===== config.mk =====
export PLATFORM = sky130hd
export DESIGN_NAME = trqa_ram
export DESIGN_NICKNAME = d
export VERILOG_FILES = /design/src/trqa_ram.sv
export SDC_FILE = /design/constraint.sdc
export NUM_CORES = 1
export LEC_CHECK = 0
export ABC_CLOCK_PERIOD_IN_PS = 1600
export BUFFER_PORTS_ARGS = -buffer_cell sky130_fd_sc_hd__clkbuf_2
export CAP_MARGIN = 25
export CORE_ASPECT_RATIO = 1.4
export CORE_MARGIN = 5
export CORE_UTILIZATION = 35
export CTS_BUF_LIST = sky130_fd_sc_hd__clkbuf_16
export DETAILED_ROUTE_END_ITERATION = 12
export PLACE_DENSITY = 0.61
export SETUP_SLACK_MARGIN = 0.3
export SKIP_LAST_GASP = 1
export SLEW_MARGIN = 40
export SYNTH_ARGS = -nofsm -noshare
export SYNTH_HDL_FRONTEND = slang
export SYNTH_SLANG_ARGS = --single-unit

===== constraint.sdc =====
create_clock -name clk -period 1.6 [get_ports clk]
set_input_delay 0.08 -clock clk [delete_from_list [all_inputs] [get_ports clk]]
set_output_delay 0.08 -clock clk [all_outputs]
set_load 0.1 [all_outputs]

===== src/trqa_ram.sv =====
// Generic simple dual-port RAM: one write port, one read port, registered read.
// No dependencies.
module trqa_ram #(
    parameter int WIDTH = 8,
    parameter int DEPTH = 16
) (
    input  logic                     clk,
    input  logic                     wr_en,
    input  logic [$clog2(DEPTH)-1:0] wr_addr,
    input  logic [WIDTH-1:0]         wr_data,
    input  logic [$clog2(DEPTH)-1:0] rd_addr,
    output logic [WIDTH-1:0]         rd_data
);

    logic [WIDTH-1:0] mem [DEPTH];
    logic [WIDTH-1:0] rd_data_reg;

    always_ff @(posedge clk)
    begin
        if (wr_en)
        begin
            mem[wr_addr] <= wr_data;
        end
        rd_data_reg <= mem[rd_addr];
    end

    assign rd_data = rd_data_reg;

endmodule


Yosys cells after proc, flatten, opt, wreduce, memory -nomap -nowiden. Memories as Yosys holds them, arrays and structs flattened. A register that Yosys moved wholly into a read port is not among the register bits. Index checks and enable logic that the tools add are counted.

Bits in registers: 0. Memory bits (writable): 128. Input port bits: 18. Word-level logic and storage cells: 3. Memories kept: 1.

Mux-type cells: 2.

Memory list: mem (words 16, bits a word 8, rd ports 1, clocked after Yosys merged registers in 1, write ports 1, line 15) `logic [WIDTH-1:0] mem [DEPTH];`.

Operators by type and width (number): 1-bit 2-to-1 mux (2).

Logic depth before layout (Yosys ltp). Gate-level depths: netlist of the first run.

Word-level depth: 2. Depth in mapped cells: 5.

Worst setup path after synthesis of the first run. Ideal clock, no wire load.

Path type: input -> register. Start point: input port wr_addr[2]. End point: memory mem[0][0], enable pin. Setup time: 383 ps. Arrival time: 1190 ps. Required time: 1217 ps. Slack: 27 ps. Cell stages on the path: 2. Cell sequence: or3b_2 > nor3_1.

RTL lines: from (decl) (line 9) `input logic [$clog2(DEPTH)-1:0] wr_addr,`; to (decl) (line 15).

Straight into the memory's write port.

==> flow_metrics.env, run 1 <==
export IMPL_drt_iter0_markers=157
export IMPL_core_rowCount=52
export IMPL_peakVddDrop_v=0.0006163
export IMPL_final_min_clock_period_ns=1.281
export IMPL_path_depth=3
export IMPL_worstHoldPathType="in2reg"
export IMPL_place_gp_congestion=0.7280
export IMPL_overflow=0
export IMPL_grt_use_total_pct=12.61
export IMPL_hold_viol_final=0
export IMPL_cts_max_path_buffers=2
export IMPL_cts_root_buf="clkbuf_16"
export IMPL_postRouteAntennaNets=0
export IMPL_finalNetCount=308
export IMPL_start_kind="register"
export IMPL_clock_fmax_mhz=780.6
export IMPL_critPathArrivalTime_ns=1.57
export IMPL_synth_main_ff_cell="edfxtp_1"
export IMPL_max_stage_delay_ns=0.49
export IMPL_tightest_slew_ns=0.5454
export IMPL_r2r_slack_ns=0.32
export IMPL_num_antenna_cells=0
export IMPL_status="finished, final reports clean"
export IMPL_async_flop_share_pct=0
export IMPL_critical_path_startpoint="mem[0][6]"
export IMPL_portBuffers=25
export IMPL_setup_tns_ns=0
export IMPL_synth_warnings=0
export IMPL_slew_viol_final=0
export IMPL_die_h_um=153.5
export IMPL_finalCoreUtilization_pct=43.69
export IMPL_synth_area_um2=5147
export IMPL_cts_tree="done"
export IMPL_post_drt_wl_per_cell_um=20.79
export IMPL_path_buf_inv=0
export IMPL_cts_hold_buf=0
export IMPL_synth_top_area_share_pct=74.67
export IMPL_reg2regPathDepth=3
export IMPL_setup_violations_final=0
export IMPL_clk_latency_ns=0.41
export IMPL_core_um2=14440
export IMPL_hp_start="wr_data[1]"
export IMPL_first_global_vias=2723
export IMPL_synth_edf_count=128
export IMPL_area_delta_synth_final_pct=22.61
export IMPL_hold_depth=1
export IMPL_cts_sinks=136
export IMPL_synth_seq_cells=136
export IMPL_slew_headroom_pct=63.79
export IMPL_drt_pass1_iterations=4
export IMPL_slowest_stage="mux4_2"
export IMPL_criticalPathCategory="reg2reg"
export IMPL_powerDensity_nw_per_um2=1371
export IMPL_die_area_um2=17270
export IMPL_io_pin_count=26
export IMPL_routed_wl_mm=10.23
export IMPL_grt_pass1_wl_mm=15.84
export IMPL_vias_per_cell=4.955
export IMPL_final_period_utilization_pct=80.07
export IMPL_initial_utilization_pct=35.64
export IMPL_final_common_cell="edfxtp_1"
export IMPL_synth_top_area_cell="edfxtp_1"
export IMPL_cts_setup_buffers=0
export IMPL_die_w_um=112.5
export IMPL_worstHoldEndpoint="mem[1][1]"
export IMPL_antenna_found_initial=0
export IMPL_synth_nets=247
export IMPL_crit_chain="mux4_2 -> a22oi_2 -> nand2_1"
export IMPL_drv_cap=0
export IMPL_worstReg2RegStart="mem[0][6]"
export IMPL_yosysSeqAreaShare_pct=77.78
export IMPL_critPathCaptureType="register"
export IMPL_critPathRequiredTime_ns=1.88
export IMPL_synth_cell_type_count=19
export IMPL_fin_cells=492
export IMPL_finClkSkew_ns=0.005884
export IMPL_clk_pin_slew_worst_paths_ns=0.06
export IMPL_synth_area_top_cells="edfxtp_1 75%, mux4_2 7.9%, mux4_1 7.1%"
export IMPL_r2r_end="rd_data[6]"
export IMPL_finalWorstSetupSlack_ns=0.3189
export IMPL_h_tree_depth=4
export IMPL_critPathMaxFanout=1
export IMPL_drive_above_1_share_pct=39.27
export IMPL_numPlacedInstances=460
export IMPL_cts_inserted_buffers=17
export IMPL_mostFrequentLayoutCells="128 x edfxtp_1, 25 x buf_4, 24 x mux4_2"
export IMPL_grt_max_degree=27
export IMPL_rsz0062_at_grt="yes"
export IMPL_drc=0
export IMPL_path_delay_family="multiplexers"
export IMPL_avgSynthCellArea_um2=22.48
export IMPL_largest_reg_flops=128
export IMPL_p_leak_nw=2.138
export IMPL_num_vias=2438
export IMPL_dp_hpwl_mm=7.025
export IMPL_post_place_ws_ns=0.07935
export IMPL_syn_inst=229
[kinds of logic (layout without fill, tap and decap cells)]
family,count (synthesis),after routing,synth area share [%]
simple gates,35,35,3.184
flops,136,136,77.78
mux,32,32,15.02
compound gates,16,16,2.334
buf+inv,10,84,1.677
[how the worst max path moves through the flow]
stage	endpoint	slack [ns]
6_report	rd_data[6]	0.32
3_5_place_dp	rd_data[3]	0.08
5_1_grt	rd_data[6]	0.27
2_1_floorplan	mem[3][0]	0.25
3_3_place_gp	rd_data[3]	0.06
4_1_cts	rd_data[3]	0.28
[power breakdown]
part,switching [W],internal [W]
Sequential,0.0000239,0.00398
Combinational,0.000390,0.000181
Clock,0.00146,0.00261
[what timing repair did]
item	in CTS	in global routing
endpoints found under the setup margin	9	11
gates resized for setup	8	13
pin swaps	3	6
gates cloned	0	0
[per-stage QoR]
stage	total power [W]	hold WS, ns	area, um^2
6_report	0.008653	0.09541	6311
5_1_grt	0.008910	0.1022	6311
4_1_cts	0.008715	0.09066	6305
3_5_place_dp	0.004639	0.5231	5655
3_3_place_gp	0.004625	0.4752	5655
2_1_floorplan	0.004450	0.1789	5152
[worst register-to-register path, delay by kind of cell, from the launching register on]
family	cells	cell delay (ns)
and+or+nand+nor	1	0.10
AOI/OAI and AO/OA	1	0.19
muxes	1	0.49
DFF	1	0.37
[area by class of cell]
| type | instances | area, um^2 |
|---|---|---|
| fill | 1268 | 8133 |
| clock buffer | 17 | 425.4 |
| timing repair buffer | 52 | 360.3 |
| clock inverter | 15 | 200.2 |
| tap | 189 | 236.5 |
| sequential | 136 | 4004 |
| multi-input combinational | 83 | 1085 |
[cells in the mapped netlist (2+ instances only)]
| master | n |
|---|---|
| edfxtp_1 | 128 |
| mux4_2 | 18 |
| a22oi_1 | 16 |
| mux4_1 | 14 |
| nor2_1 | 13 |
| nand2_1 | 9 |
| dfxtp_1 | 8 |
| nor3_1 | 4 |
| buf_2 | 3 |
| buf_6 | 3 |
| clkdlybuf4s25_2 | 3 |
| nand2b_1 | 2 |
| nand3b_1 | 2 |
[layer usage]
metal / wire length, um / up-vias / global-route usage (%)
met4: 113 / 0 / 4.467
met2: 5607 / 67 / 21.97
met1: 4038 / 1271 / 14.75
met5: 0 / - / 0
li1: - / 1091 / -
met3: 471 / 9 / 3.775
(Power assumes the default switching activity.)
==> run 2: changes to the inputs <==
Settings changed: ABC_AREA set to 1, ABC_CLOCK_PERIOD_IN_PS 1600 to 1300, PLACE_DENSITY 0.61 to 0.59.
Clock period 1.6 ns to 1.3 ns, I/O delays scaled along.
==> run 2 against run 1 <==
  * Sequential cell count unchanged
  * Critical path depth is 2 lower
  * Global-route usage is 1.2 points higher
  * Clock skew increased by 0.0054 ns
  * Critical path type is now reg2out
==> flow_metrics.env, run 2 <==
export IMPL_status="finished, final reports clean"
export IMPL_slowest_stage="dfxtp_2"
export IMPL_start_kind="register"
export IMPL_drt_iter0_markers=221
export IMPL_synth_seq_cells=136
export IMPL_largest_reg_flops=128
export IMPL_synth_warnings=0
export IMPL_synth_area_um2=5767
export IMPL_critPathArrivalTime_ns=0.96
export IMPL_io_pin_count=26
export IMPL_path_buf_inv=1
export IMPL_clk_pin_slew_worst_paths_ns=0.06
export IMPL_wl_met3_um=575
export IMPL_post_drt_wl_per_cell_um=15.95
export IMPL_cts_tree="done"
export IMPL_powerDensity_nw_per_um2=1475
export IMPL_first_global_vias=3802
export IMPL_finClkSkew_ns=0.01129
export IMPL_overflow=0
export IMPL_drc=0
export IMPL_cts_root_buf="clkbuf_16"
export IMPL_die_h_um=161.9
export IMPL_slew_headroom_pct=72.76
export IMPL_synth_cell_type_count=12
export IMPL_routed_wl_mm=12.92
export IMPL_setup_violations_final=0
export IMPL_finalCoreUtilization_pct=44.36
export IMPL_worstHoldPathType="in2reg"
export IMPL_postRouteAntennaNets=0
export IMPL_drive_above_1_share_pct=22.26
export IMPL_avgSynthCellArea_um2=10.47
export IMPL_synth_commonest_cells="173 x nand2_1, 128 x edfxtp_1, 100 x inv_1, 97 x nand3_1, 17 x nor2_1"
export IMPL_grt_pass1_wl_mm=20.28
export IMPL_initial_utilization_pct=35.66
export IMPL_num_vias=3774
export IMPL_grt_max_degree=57
export IMPL_cts_setup_buffers=0
export IMPL_rsz0062_at_grt="yes"
export IMPL_p_leak_nw=3.085
export IMPL_crit_chain="clkbuf_16"
export IMPL_yosysSeqAreaShare_pct=69.43
export IMPL_path_delay_family="flip-flops"
export IMPL_multi_input_area_um2=1436
export IMPL_wl_met2_mm=6.937
export IMPL_register_area_um2=4014
export IMPL_finalNetCount=616
export IMPL_dp_hpwl_mm=8.432
export IMPL_worstReg2RegStart="mem[5][3]"
export IMPL_synth_area_top_cells="edfxtp_1 67%, nand2_1 11%, nand3_1 8.4%"
export IMPL_portBuffers=25
export IMPL_cts_max_path_buffers=2
export IMPL_synth_main_ff_cell="edfxtp_1"
export IMPL_cts_inserted_buffers=17
export IMPL_clk_latency_ns=0.42
export IMPL_cts_sinks=136
export IMPL_drv_cap=0
export IMPL_grt_use_total_pct=13.83
export IMPL_critPathCaptureType="primary output"
export IMPL_clock_fmax_mhz=977.4
export IMPL_hold_viol_final=0
export IMPL_slew_viol_final=0
export IMPL_r2r_end="rd_data[3]"
export IMPL_final_min_clock_period_ns=1.023
export IMPL_num_antenna_cells=0
export IMPL_highest_layer="met4"
export IMPL_critical_path_startpoint="rd_data[7]"
export IMPL_drt_pass1_iterations=6
export IMPL_core_um2=16170
export IMPL_die_w_um=118.5
export IMPL_h_tree_depth=4
export IMPL_async_flop_share_pct=0
export IMPL_synth_nets=569
export IMPL_cp_endpoint="rd_data[7]"
export IMPL_syn_inst=551
export IMPL_peakVddDrop_v=0.0007858
export IMPL_die_area_um2=19180
export IMPL_max_stage_delay_ns=0.35
export IMPL_final_period_utilization_pct=78.70
export IMPL_criticalPathCategory="reg2out"
export IMPL_antenna_found_initial=0
export IMPL_yosysMostFrequentCell="nand2_1"
export IMPL_final_common_cell="nand2_1"
export IMPL_setup_tns_ns=0
export IMPL_area_delta_synth_final_pct=24.39
export IMPL_r2r_slack_ns=0.33
export IMPL_synth_top_area_cell="edfxtp_1"
export IMPL_synth_edf_count=128
export IMPL_num_fill_cells=1437
export IMPL_tightest_slew_ns=0.4086
export IMPL_place_gp_congestion=0.8708
export IMPL_core_rowCount=55
export IMPL_wl_met1_mm=4.973
export IMPL_synth_top_area_share_pct=66.65
export IMPL_path_depth=1
export IMPL_critPathRequiredTime_ns=1.24
export IMPL_reg2regPathDepth=6
export IMPL_mostFrequentLayoutCells="170 x nand2_1, 128 x edfxtp_1, 100 x inv_1"
export IMPL_critPathMaxFanout=1
export IMPL_vias_per_cell=4.659
-- run 2: cell count changes after synthesis, moves of 4 or more --
cell     delta
mux4_2     -18
buf_2      +10
nand3_1    +96
a22oi_1    -16
nand2_1   +164
mux4_1     -14
nor2_1      +4
inv_1     +100
nor3_1      -4
-- run 2: worst min-delay path by stage --
stage / startpoint / slack, ns / end / cells after the start
2_1_floorplan: wr_data[0] / 0.16 / mem[0][0] / 0
3_3_place_gp: rd_addr[3] / 0.48 / rd_data[3] / 3
3_5_place_dp: rd_addr[3] / 0.47 / rd_data[0] / 3
4_1_cts: rd_addr[3] / 0.04 / rd_data[0] / 3
5_1_grt: rd_addr[3] / 0.07 / rd_data[1] / 3
6_report: rd_addr[3] / 0.06 / rd_data[1] / 3
-- run 2: per-stage QoR --
step / cells / setup WS, ns / power (W) / instance area, um^2 / hold WS (ns)
after global routing: 810 / 0.2397 / 0.01093 / 7173 / 0.06895
after global placement: 778 / 0.1557 / 0.005854 / 6240 / 0.4838
final: 810 / 0.2769 / 0.01058 / 7173 / 0.05972
after CTS: 810 / 0.2557 / 0.01060 / 6995 / 0.03538
after floorplan: 551 / 0.2842 / 0.005571 / 5767 / 0.1639
after detailed placement: 778 / 0.1286 / 0.005862 / 6240 / 0.4674
-- run 2: cells by family (layout without fill, tap and decap cells) --
group / count (synthesis) / count (layout) / synth area share (%)
buffers and inverters: 126 / 186 / 9.525
flip-flops: 136 / 136 / 69.43
AND/OR/NAND/NOR: 289 / 289 / 21.05
-- run 2: where the power goes --
part	total (W)	switching [W]	leakage (nW)	internal (W)
clock	0.00465	0.00183	0.273	0.00282
combinational	0.000978	0.000661	1.59	0.000317
sequential	0.00495	0.0000432	1.22	0.00491
-- run 2: final cells by class --
type                    count  area share, %
clock buffers              17          5.931
clock inverters            15          2.128
inverters                 102          5.338
multi-input cells         289          20.02
flip-flops and latches    136          55.96
well taps                 199          3.471
repair buffers             52          7.152
-- run 2: layer usage --
layer	GRT usage [%]	up-vias
li1	-	1867
met3	2.856	23
met5	0	-
met1	15.72	1802
met2	24.22	82
met4	7.581	0
-- run 2: repair_timing --
| action | 4_1_cts | 5_1_grt |
|---|---|---|
| hold buffers | 0 | 0 |
| resized for setup | 41 | 36 |
| pin swaps | 3 | 16 |
| endpoints found under the setup margin | 14 | 16 |
